===== config.mk =====
export PLATFORM = sky130hd
export DESIGN_NAME = packet_ring_with_pending_read
export DESIGN_NICKNAME = d
export VERILOG_FILES = /design/src/sv/pktring_pkg.sv /design/src/sv/packet_ring_with_pending_read.sv /design/src/sv/pktring_ram.sv /design/src/sv/pktring_ctrl.sv /design/src/sv/pktring_dp.sv
export SDC_FILE = /design/constraint.sdc
export NUM_CORES = 1
export LEC_CHECK = 0
export ABC_CLOCK_PERIOD_IN_PS = 19950
export BUFFER_PORTS_ARGS = -buffer_cell sky130_fd_sc_hd__clkbuf_2
export CAP_MARGIN = 15
export CORE_MARGIN = 1
export CORE_UTILIZATION = 51
export CTS_CLUSTER_SIZE = 12
export DETAILED_ROUTE_END_ITERATION = 8
export GPL_ROUTABILITY_DRIVEN = 1
export PLACE_DENSITY = 0.68
export SYNTH_ARGS = -nofsm -noshare
export SYNTH_HDL_FRONTEND = slang
export SYNTH_HIERARCHICAL = 1
export SYNTH_SLANG_ARGS = --single-unit

===== constraint.sdc =====
create_clock -name clk -period 19.95 [get_ports clk]
set_clock_uncertainty 0.1 [all_clocks]
set_input_delay 0.9975 -clock clk [delete_from_list [all_inputs] [get_ports clk]]
set_output_delay 0.9975 -clock clk [all_outputs]
set_load 0.01 [all_outputs]

===== src/sv/pktring_pkg.sv =====
// Package for the packet ring: field widths, command and result codes,
// and the control and status structs between controller and datapath. No dependencies.
package pktring_pkg;

	localparam int ADDR_W = 32;
	localparam int PLEN_W = 12;
	localparam int WANT_W = 16;
	localparam int ID_W   = 16;
	localparam int KIND_W = 2;
	localparam int SLOT_W = ADDR_W + PLEN_W;

	localparam logic CMD_ARRIVE = 1'b0;
	localparam logic CMD_READ   = 1'b1;

	localparam logic [KIND_W-1:0] KIND_STORED  = 2'd0;
	localparam logic [KIND_W-1:0] KIND_SERVED  = 2'd1;
	localparam logic [KIND_W-1:0] KIND_BLOCKED = 2'd2;
	localparam logic [KIND_W-1:0] KIND_WOKEN   = 2'd3;

	typedef struct packed {
		logic load;
		logic push;
		logic fetch;
		logic take;
		logic block;
		logic emit_stored;
	} ctrl_cmd_t;

	typedef struct packed {
		logic is_read;
		logic empty;
		logic job_pending;
	} dp_status_t;

endpackage


===== src/sv/packet_ring_with_pending_read.sv =====
// Top level of the packet ring with one pending read.
// Depends on pktring_pkg, pktring_ctrl, pktring_dp and pktring_ram.
//
// Channel   Handshake               Ports
// command   start & !busy           cmd, pkt_addr, pkt_len, dest_addr, want_len, requester
// result    done, one-cycle strobe  kind, src_addr, copy_dest, copy_len, reader_id, overwrote
//
// An arrival with no pending job or a blocked read ends in DECODE; a served read goes on to TAKE,
// and an arrival that wakes the pending reader goes on through FETCH and then TAKE.
// The slot RAM's registered read port sets the extra states: TAKE waits for the head slot read,
// and FETCH comes first when the arrival writes the same RAM in DECODE, before the read.
// The result strobe comes in the same cycle that busy falls.
// Reset is asynchronous and clears the ring pointers and the pending job; slots stay unwritten.
// The result side cannot stall, and busy is the only back pressure on the command side.
module packet_ring_with_pending_read import pktring_pkg::*; #(
	parameter int RING_DEPTH = 16
) (
	input  logic              clk,
	input  logic              arst_n,
	input  logic              start,
	output logic              busy,
	input  logic              cmd,
	input  logic [ADDR_W-1:0] pkt_addr,
	input  logic [PLEN_W-1:0] pkt_len,
	input  logic [ADDR_W-1:0] dest_addr,
	input  logic [WANT_W-1:0] want_len,
	input  logic [ID_W-1:0]   requester,
	output logic              done,
	output logic [KIND_W-1:0] kind,
	output logic [ADDR_W-1:0] src_addr,
	output logic [ADDR_W-1:0] copy_dest,
	output logic [PLEN_W-1:0] copy_len,
	output logic [ID_W-1:0]   reader_id,
	output logic              overwrote
);

	ctrl_cmd_t  ctrl_cmd;
	dp_status_t dp_status;

	pktring_ctrl u_ctrl (
		.clk   (clk),
		.arst_n(arst_n),
		.start (start),
		.status(dp_status),
		.cmd   (ctrl_cmd),
		.busy  (busy)
	);

	pktring_dp #(
		.RING_DEPTH(RING_DEPTH)
	) u_dp (
		.clk      (clk),
		.arst_n   (arst_n),
		.cmd      (ctrl_cmd),
		.status   (dp_status),
		.in_cmd   (cmd),
		.pkt_addr (pkt_addr),
		.pkt_len  (pkt_len),
		.dest_addr(dest_addr),
		.want_len (want_len),
		.requester(requester),
		.done     (done),
		.kind     (kind),
		.src_addr (src_addr),
		.copy_dest(copy_dest),
		.copy_len (copy_len),
		.reader_id(reader_id),
		.overwrote(overwrote)
	);

endmodule


===== src/sv/pktring_ram.sv =====
// Generic single-write, single-read RAM with a registered read port.
// No dependencies.
module pktring_ram #(
	parameter int WIDTH = 8,
	parameter int DEPTH = 16
) (
	input  logic                             clk,
	input  logic                             we,
	input  logic [$clog2(DEPTH > 1 ? DEPTH : 2)-1:0] waddr,
	input  logic [WIDTH-1:0]                 wdata,
	input  logic                             re,
	input  logic [$clog2(DEPTH > 1 ? DEPTH : 2)-1:0] raddr,
	output logic [WIDTH-1:0]                 rdata
);

	logic [WIDTH-1:0] mem_q [DEPTH];

	always_ff @(posedge clk) begin
		if (we) begin
			mem_q[waddr] <= wdata;
		end
		if (re) begin
			rdata <= mem_q[raddr];
		end
	end

endmodule


===== src/sv/pktring_ctrl.sv =====
// Controller state machine of the packet ring.
// Depends on pktring_pkg for the command and status structs.
module pktring_ctrl import pktring_pkg::*; (
	input  logic       clk,
	input  logic       arst_n,
	input  logic       start,
	input  dp_status_t status,
	output ctrl_cmd_t  cmd,
	output logic       busy
);

	typedef enum logic [3:0] {
		ST_IDLE   = 4'b0001,
		ST_DECODE = 4'b0010,
		ST_FETCH  = 4'b0100,
		ST_TAKE   = 4'b1000
	} state_t;

	state_t state_q;
	state_t state_d;

	always_ff @(posedge clk or negedge arst_n) begin
		if (!arst_n) begin
			state_q <= ST_IDLE;
		end else begin
			state_q <= state_d;
		end
	end

	always_comb begin
		state_d = state_q;
		cmd     = '0;
		case (state_q)
			ST_IDLE: begin
				if (start) begin
					cmd.load = 1'b1;
					state_d  = ST_DECODE;
				end
			end
			ST_DECODE: begin
				if (status.is_read == CMD_ARRIVE) begin
					cmd.push = 1'b1;
					if (status.job_pending) begin
						state_d = ST_FETCH;
					end else begin
						cmd.emit_stored = 1'b1;
						state_d         = ST_IDLE;
					end
				end else if (status.empty) begin
					cmd.block = 1'b1;
					state_d   = ST_IDLE;
				end else begin
					cmd.fetch = 1'b1;
					state_d   = ST_TAKE;
				end
			end
			ST_FETCH: begin
				cmd.fetch = 1'b1;
				state_d   = ST_TAKE;
			end
			ST_TAKE: begin
				cmd.take = 1'b1;
				state_d  = ST_IDLE;
			end
			default: begin
				state_d = ST_IDLE;
			end
		endcase
	end

	assign busy = (state_q != ST_IDLE);

endmodule


===== src/sv/pktring_dp.sv =====
// Datapath of the packet ring: transaction registers, ring pointers, pending job and result registers.
// Depends on pktring_pkg and pktring_ram.
module pktring_dp import pktring_pkg::*; #(
	parameter int RING_DEPTH = 16
) (
	input  logic              clk,
	input  logic              arst_n,
	input  ctrl_cmd_t         cmd,
	output dp_status_t        status,
	input  logic              in_cmd,
	input  logic [ADDR_W-1:0] pkt_addr,
	input  logic [PLEN_W-1:0] pkt_len,
	input  logic [ADDR_W-1:0] dest_addr,
	input  logic [WANT_W-1:0] want_len,
	input  logic [ID_W-1:0]   requester,
	output logic              done,
	output logic [KIND_W-1:0] kind,
	output logic [ADDR_W-1:0] src_addr,
	output logic [ADDR_W-1:0] copy_dest,
	output logic [PLEN_W-1:0] copy_len,
	output logic [ID_W-1:0]   reader_id,
	output logic              overwrote
);

	localparam int IW = $clog2(RING_DEPTH > 1 ? RING_DEPTH : 2);
	localparam logic [IW-1:0] LAST = IW'(RING_DEPTH - 1);

	function automatic logic [IW-1:0] ring_next(input logic [IW-1:0] i);
		return (i == LAST) ? '0 : i + IW'(1);
	endfunction

	logic              cmd_q;
	logic [ADDR_W-1:0] pkt_addr_q;
	logic [PLEN_W-1:0] pkt_len_q;
	logic [ADDR_W-1:0] dest_q;
	logic [WANT_W-1:0] want_q;
	logic [ID_W-1:0]   req_q;

	logic [IW-1:0]     head_q;
	logic [IW-1:0]     tail_q;
	logic              ovw_q;
	logic              job_pending_q;
	logic [ADDR_W-1:0] job_dest_q;
	logic [WANT_W-1:0] job_size_q;
	logic [ID_W-1:0]   job_thread_q;

	logic              done_q;
	logic [KIND_W-1:0] kind_q;
	logic [ADDR_W-1:0] src_q;
	logic [ADDR_W-1:0] cdest_q;
	logic [PLEN_W-1:0] clen_q;
	logic [ID_W-1:0]   rid_q;
	logic              ovw_out_q;

	logic [IW-1:0]     tail_nx;
	logic [IW-1:0]     head_nx;
	logic              wrap;
	logic [SLOT_W-1:0] rdata;
	logic [ADDR_W-1:0] slot_addr_r;
	logic [PLEN_W-1:0] slot_len_r;
	logic [WANT_W-1:0] want_sel;
	logic              take_all;
	logic [PLEN_W-1:0] take_n;
	logic              ram_we;
	logic [IW-1:0]     ram_waddr;
	logic [SLOT_W-1:0] ram_wdata;

	assign tail_nx     = ring_next(tail_q);
	assign head_nx     = ring_next(head_q);
	assign wrap        = (tail_nx == head_q);
	assign slot_addr_r = rdata[SLOT_W-1:PLEN_W];
	assign slot_len_r  = rdata[PLEN_W-1:0];
	assign want_sel    = (cmd_q == CMD_READ) ? want_q : job_size_q;
	assign take_all    = (want_sel >= WANT_W'(slot_len_r));
	assign take_n      = take_all ? slot_len_r : want_sel[PLEN_W-1:0];

	assign ram_we    = cmd.push | (cmd.take & ~take_all);
	assign ram_waddr = cmd.push ? tail_q : head_q;
	assign ram_wdata = cmd.push ? {pkt_addr_q, pkt_len_q}
		: {slot_addr_r + ADDR_W'(take_n), slot_len_r - take_n};

	pktring_ram #(
		.WIDTH(SLOT_W),
		.DEPTH(RING_DEPTH)
	) u_slots (
		.clk  (clk),
		.we   (ram_we),
		.waddr(ram_waddr),
		.wdata(ram_wdata),
		.re   (cmd.fetch),
		.raddr(head_q),
		.rdata(rdata)
	);

	always_ff @(posedge clk) begin
		if (cmd.load) begin
			cmd_q      <= in_cmd;
			pkt_addr_q <= pkt_addr;
			pkt_len_q  <= pkt_len;
			dest_q     <= dest_addr;
			want_q     <= want_len;
			req_q      <= requester;
		end
	end

	always_ff @(posedge clk or negedge arst_n) begin
		if (!arst_n) begin
			head_q        <= '0;
			tail_q        <= '0;
			ovw_q         <= 1'b0;
			job_pending_q <= 1'b0;
			job_dest_q    <= '0;
			job_size_q    <= '0;
			job_thread_q  <= '0;
		end else begin
			if (cmd.push) begin
				tail_q <= tail_nx;
				ovw_q  <= wrap;
				if (wrap) begin
					head_q <= head_nx;
				end
			end else if (cmd.take) begin
				if (take_all) begin
					head_q <= head_nx;
				end
				if (cmd_q == CMD_ARRIVE) begin
					job_pending_q <= 1'b0;
				end
			end
			if (cmd.block) begin
				job_pending_q <= 1'b1;
				job_dest_q    <= dest_q;
				job_size_q    <= want_q;
				job_thread_q  <= req_q;
			end
		end
	end

	always_ff @(posedge clk or negedge arst_n) begin
		if (!arst_n) begin
			done_q <= 1'b0;
		end else begin
			done_q <= cmd.emit_stored | cmd.block | cmd.take;
		end
	end

	always_ff @(posedge clk) begin
		if (cmd.emit_stored) begin
			kind_q    <= KIND_STORED;
			src_q     <= '0;
			cdest_q   <= '0;
			clen_q    <= '0;
			rid_q     <= '0;
			ovw_out_q <= wrap;
		end else if (cmd.block) begin
			kind_q    <= KIND_BLOCKED;
			src_q     <= '0;
			cdest_q   <= dest_q;
			clen_q    <= '0;
			rid_q     <= req_q;
			ovw_out_q <= 1'b0;
		end else if (cmd.take) begin
			src_q  <= slot_addr_r;
			clen_q <= take_n;
			if (cmd_q == CMD_READ) begin
				kind_q    <= KIND_SERVED;
				cdest_q   <= dest_q;
				rid_q     <= req_q;
				ovw_out_q <= 1'b0;
			end else begin
				kind_q    <= KIND_WOKEN;
				cdest_q   <= job_dest_q;
				rid_q     <= job_thread_q;
				ovw_out_q <= ovw_q;
			end
		end
	end

	assign status.is_read     = cmd_q;
	assign status.empty       = (head_q == tail_q);
	assign status.job_pending = job_pending_q;

	assign done      = done_q;
	assign kind      = kind_q;
	assign src_addr  = src_q;
	assign copy_dest = cdest_q;
	assign copy_len  = clen_q;
	assign reader_id = rid_q;
	assign overwrote = ovw_out_q;

endmodule


=== Word level (Yosys, flattened, before mapping) ===
Memories as Yosys holds them, arrays and structs flattened. A register that Yosys moved wholly into a read port is not among the register bits.
Cells that the tools add are included.

* ROM bits: 0
* Flip-flop bits (word level): 283
* Bits in latches: 0
* Bits of input ports: 112
* Output and inout port bits: 97
* Bits in writable memories: 704
* Memories kept: 1
* Word-level logic and storage cells: 100

* Shift operators: 0
* Bitwise gates (word level): 5
* $lt $le $gt $ge: 1
* Add/sub/neg operators: 4
* Reduce and logical (&&, ||, !) cells: 7
* Mux-type cells: 47
* Equality and inequality tests: 13
* Multipliers: 0
* Div/mod/pow operators: 0

{| class="wikitable"
|+ Memories
! name !! depth !! width !! rd ports !! clocked after Yosys merged registers in !! wr ports !! line !! RTL
|-
| u_dp.u_slots.mem_q || 16 || 44 || 1 || 1 || 1 || pktring_ram.sv:16 || <nowiki>logic [WIDTH-1:0] mem_q [DEPTH];</nowiki>
|}

{| class="wikitable"
|+ Operators with widths
! kind !! number
|-
| $mux 32 || 3
|-
| $mux 16 || 4
|-
| $mux 44 || 1
|-
| $mux 4 || 10
|-
| $add 32x12->32 || 1
|-
| $mux 1 || 21
|-
| $ge 16x12->1 || 1
|-
| $eq 4x4->1 const B || 3
|-
| $mux 12 || 1
|-
| $pmux 4 s3 || 1
|-
| $sub 12x12->12 || 1
|-
| $add 4x1->4 const B || 2
|-
| $eq 4x4->1 || 2
|-
| $mux 2 || 4
|-
| $ne 2x2->1 const B || 3
|-
| $reduce_and 3->1 || 2
|-
| $reduce_bool 2->1 || 3
|-
| $eq 4x1->1 const B || 1
|-
| $eq 4x2->1 const B || 1
|-
| $eq 4x3->1 const B || 1
|-
| $ne 4x1->1 const B || 1
|-
| $mux 3 || 1
|-
| $or 1x1->1 || 3
|-
| $reduce_bool 3->1 || 1
|-
| other kinds (5) || 5
|}

=== Depth between registers and ports, before layout ===
* Depth after elaboration: 7
* Depth in mapped cells: 23
* Depth with buffers taken out: 20

=== Hierarchy ===
The synthesis kept the hierarchy.

{| class="wikitable"
|+ Modules (own cells, without submodules)
! module !! sequential area each (um2) !! instances !! area each (um2) !! cells an instance
|-
| pktring_ram || 22461.5 || 1 || 27706.6 || 1142
|-
| pktring_dp || 7061.8 || 1 || 12274.3 || 1032
|-
| pktring_ctrl || 101.3 || 1 || 246.5 || 25
|}

=== Worst setup path before layout ===
Ideal clock, no wire load.

* Kind: register -> register
* Start point: register u_dp.cmd_q
* End point: memory u_dp/u_slots/mem_q[0][0] (netlist name), enable pin
* Data required time: 19.350 ns
* Setup time: 0.500 ns
* Path buffers: 3
* Stages on the path, launching flop included: 15
* Path slack: 13.225 ns
* Clock period less this slack: 6.725 ns
* Data arrival time: 6.125 ns
* Path through: edfxtp_1 buf_6 clkbuf_1 mux2_2 inv_1 ha_1 nand2b_1 a21o_1 a211oi_1 o31a_1 o21ai_2 buf_6 o21bai_1 or3b_2 nor3_1

* Word-level cells in the longest chain between the ends: 7
* Elaborated cells on any way between the ends: 10
* Those cells by class: order compare: 1; mux: 6; bitwise: 3

{| class="wikitable"
|+ RTL lines
! what !! line !! RTL
|-
| from (decl) || pktring_dp.sv:32 || <nowiki>logic cmd_q;</nowiki>
|-
| from (signal assigned) || pktring_dp.sv:97 || <nowiki>cmd_q <= in_cmd;</nowiki>
|-
| $mux 16 || pktring_dp.sv:73 || <nowiki>assign want_sel = (cmd_q == CMD_READ) ? want_q : job_size_q;</nowiki>
|-
| $ge 16x12->1 || pktring_dp.sv:74 || <nowiki>assign take_all = (want_sel >= WANT_W'(slot_len_r));</nowiki>
|-
| $not 1->1 || pktring_dp.sv:77 || <nowiki>assign ram_we = cmd.push | (cmd.take & ~take_all);</nowiki>
|-
| $and 1x1->1 || pktring_dp.sv:77 ||
|-
| $or 1x1->1 * || pktring_dp.sv:77 ||
|-
| named net u_dp.ram_we || pktring_dp.sv:64 || <nowiki>logic ram_we;</nowiki>
|-
| $mux 1 * || pktring_ram.sv:19 || <nowiki>if (we) begin</nowiki>
|-
| $mux 1 (implied by the code) * || pktring_ram.sv:20 || <nowiki>mem_q[waddr] <= wdata;</nowiki>
|-
| to (decl) || pktring_ram.sv:16 ||
|}

Mark *: on every way through the listed nets, which the timed path passes. The rest lies on a longest branch.

=== Worst setup path in the final report ===
* Start point: register u_dp.cmd_q
* End point: memory u_dp/u_slots/mem_q[3][32] (netlist name), data pin

* Word-level cells in the longest chain between the ends: 5
* Elaborated cells on any way between the ends: 7
* Those cells by class: add/sub: 1; order compare: 1; mux: 5

{| class="wikitable"
|+ RTL lines
! what !! line !! RTL
|-
| $mux 16 * || pktring_dp.sv:73 ||
|-
| $ge 16x12->1 || pktring_dp.sv:74 ||
|-
| $mux 12 * || pktring_dp.sv:75 || <nowiki>assign take_n = take_all ? slot_len_r : want_sel[PLEN_W-1:0];</nowiki>
|-
| named net u_dp.take_n[0] || pktring_dp.sv:63 || <nowiki>logic [PLEN_W-1:0] take_n;</nowiki>
|-
| $add 32x12->32 * || pktring_dp.sv:80 || <nowiki>: {slot_addr_r + ADDR_W'(take_n), slot_len_r - take_n};</nowiki>
|-
| $mux 44 * || pktring_dp.sv:79 || <nowiki>assign ram_wdata = cmd.push ? {pkt_addr_q, pkt_len_q}</nowiki>
|-
| named net u_dp.ram_wdata[32] || pktring_dp.sv:66 || <nowiki>logic [SLOT_W-1:0] ram_wdata;</nowiki>
|}

Marked as above.

==> metrics.txt <==
setup TNS 0 ps; fraction of registers with async set/reset 7.66%; antenna viol nets, final 0; critical path arrival 7110 ps; #FFs+latches synth 1,031; layout cells sized above 1 28.0%; Pre-antenna DRT Iters 5; clk sinks 1,031; post-cts sizing count 0; DRC viols 0; Post-Syn Area 40,200 um^2; RSZ-0062 raised after global routing no; P&R area growth vs syn 14.0%; Core Region 77,700 um^2; largest net degree at the start of global routing 71; PortBufs 208; Max-slew headroom 27.0%; Max Freq 0.146 GHz; clock buffer count from CTS 105; total power 6350 uW; Root Buffer clkbuf_16; Buf/Inv on CP 1; crit start category flip-flop; Max clock buf depth 3; Avg WL per Cell 27.0 um; Ports 209; DIE WIDTH 283 um; Final Hold Vio Count 0; Post-Synthesis Cells 2,199; pwr/cell area 138 nW/um^2; Die Footprint 80,000 um^2; fin. max-slew vios 0; Hold Buf Count CTS 0; TritonCTS clock tree yes; Setup Buffers After CTS 0; routed vias 21,500; number of enable flip-flop cells after synthesis 858; Placer Congestion 0.844; htree depth 3; VDD IR-drop max 0.0764 mV; kind of end point of the critical path flip-flop; worst min-delay path class input port to async pin; CP max stage delay 910 ps; hpwl dp 53,000 um; WL final 96,800 um; WHS 146 ps; Avg Cell Area, Syn 18.3 um^2; GRT Total Usage 24.4%; Worst Max-Slew Pin Slew 1090 ps; Tcrit/Tclk final 34.4%; Clock Latency Late Sink 690 ps; final core utilization 59.0%; crit path max fanout 22; post-layout min period 6860 ps; Die H 283 um; Leak 0.0158 uW; CP max-delay cell edfxtp_1; Vias/cell 5.99; YS warnings 6; largest family of logic cells by synthesized area multiplexers; CP top delay family compound AO/OA/AOI/OAI gates; worst path cell trace mux2_2 > ha_1 > a21o_1 > a211oi_1 > o31a_1 > o21ai_2 > mux2i_1 > ha_1 > inv_1 > fa_1 > nor2b_1 > o31a_1 > nor4_1 > o211ai_1 > o2111ai_2 > nor2_1 > xnor2_1 > o21ai_1; top_reg_cell synth edfxtp_1; MaxCap Viol Count 0; vias in the first global route 21,900; Seq/Total Area, Yosys 73.6%; Final WS setup 13,090 ps; total global routing overflow 0; pre-CTS worst setup slack 12,610 ps; Compound-Gate Fraction of Synth Area 4.24%; Post-Synth Adder-Cell Area 1.25%; final setup violation count 0; WS Path Type flip-flop to flip-flop; initial antenna violation count 2; first-pass GRT wire length 141,000 um; row count 102; status complete, no violations; Synth Area in Simple Gates 3.42%; syn nets 2,350; Starting Density 51.8%; post-synth cell types 59; First DRT Iteration DRCs 2,139; post-synthesis mux area share 14.8%; CP required 20,190 ps; Clk pin slew, worst setup/hold paths 60 ps; fillers 5,737; final-stage net count 2,611; XOR/XNOR share of the synthesized area 0.958%
registers in the layout, indices dropped and copies added (netlist names), 16 cells and up:
signal / cells
u_dp/dest_q: 32
u_dp/u_slots/rdata: 44
u_dp/src_addr: 32
u_dp/req_q: 16
u_dp/reader_id: 16
u_dp/job_thread_q: 16
u_dp/pkt_addr_q: 32
u_dp/want_q: 16
u_dp/u_slots/mem_q: 704
u_dp/job_size_q: 16
u_dp/copy_dest: 32
u_dp/job_dest_q: 32
final timing paths:
path	start	end	slack (ps)	cells past startpoint
setup reg to reg	u_dp/cmd_q	u_dp/u_slots/mem_q[3][32]	13090	18
hold reg to reg	u_dp/reader_id[5]	u_dp/reader_id[5]	350	2
min in group clk	u_dp/reader_id[5]	u_dp/reader_id[5]	350	2
setup / recovery	u_dp/cmd_q	u_dp/u_slots/mem_q[3][32]	13090	18
hold / removal	arst_n	u_dp/job_size_q[0]	150	1
max in group asynchronous	arst_n	u_dp/job_dest_q[0]	18520	2
power breakdown:
part	total, uW	internal, uW	leakage, uW	switching [uW]
clock	1830	1030	0.00155	796
sequential	3030	2860	0.00954	170
combinational	1480	626	0.00473	859
total	6350	4520	0.0158	1820
stage by stage:
step | area [um^2] | std cells
2_1_floorplan | 40200 | 2199
4_1_cts | 45800 | 3582
3_3_place_gp | 42600 | 3388
6_report | 45800 | 3586
3_5_place_dp | 42600 | 3391
5_1_grt | 45800 | 3584
cell usage after synthesis (all sizes together), types with 15 or more instances:
cell / instances / area share [%]
mux2: 92 / 2.6
nor3: 15 / 0.19
clkbuf: 64 / 0.60
xnor2: 17 / 0.37
a22oi: 89 / 1.7
dfxtp: 94 / 4.7
mux4: 176 / 9.9
ha: 37 / 1.2
dfrtp: 78 / 4.9
inv: 37 / 0.35
nand2: 151 / 1.4
xor2: 27 / 0.59
o21ai: 98 / 1.2
buf: 45 / 0.73
nor2: 88 / 0.84
mux2i: 94 / 2.4
a21oi: 23 / 0.30
edfxtp: 858 / 64
placed cells by master, fill, tap and decap left out, types with 37 or more instances in the layout:
master	n
nor2_1	70
ha_1	37
buf_4	53
o21ai_0	77
edfxtp_1	858
clkbuf_2	207
clkbuf_16	105
dfxtp_1	94
dfrtp_1	76
mux2i_1	88
nand2_1	151
clkbuf_1	47
inv_1	37
a22oi_1	89
mux4_2	176
mux2_2	92
routing by layer:
metal | global-route usage [%] | wire length (um) | part of all wire, % | vias up
met5 | 0 | 0 | 0 | -
met4 | 7.37 | 2510 | 2.6 | 0
met3 | 4.85 | 8790 | 9.1 | 168
met2 | 39.9 | 46800 | 48 | 999
met1 | 33.4 | 38700 | 40 | 11100
li1 | - | - | - | 9209
final cells by class:
| class | instances | area, um^2 | share of cell area, % |
|---|---|---|---|
| Sequential cell | 1031 | 29600 | 64.6 |
| Antenna cell | 2 | 5.00 | 0.0109 |
| Clock inverter | 31 | 283 | 0.617 |
| Inverter | 37 | 139 | 0.303 |
| Multi-Input combinational cell | 1022 | 10100 | 22.1 |
| Tap cell | 1040 | 1300 | 2.84 |
| Timing Repair Buffer | 263 | 1460 | 3.19 |
| Clock buffer | 160 | 2910 | 6.36 |
kinds of logic (layout without fill, tap and decap cells):
logic type,Yosys count,count (layout)
compound gates,263,263
xor+xnor,44,44
fa+ha+maj,39,39
buf+inv,146,491
flops,1031,1031
mux,362,362
other cells,0,2
simple gates,314,314
Note: power is estimated with default switching activity, not from simulation.
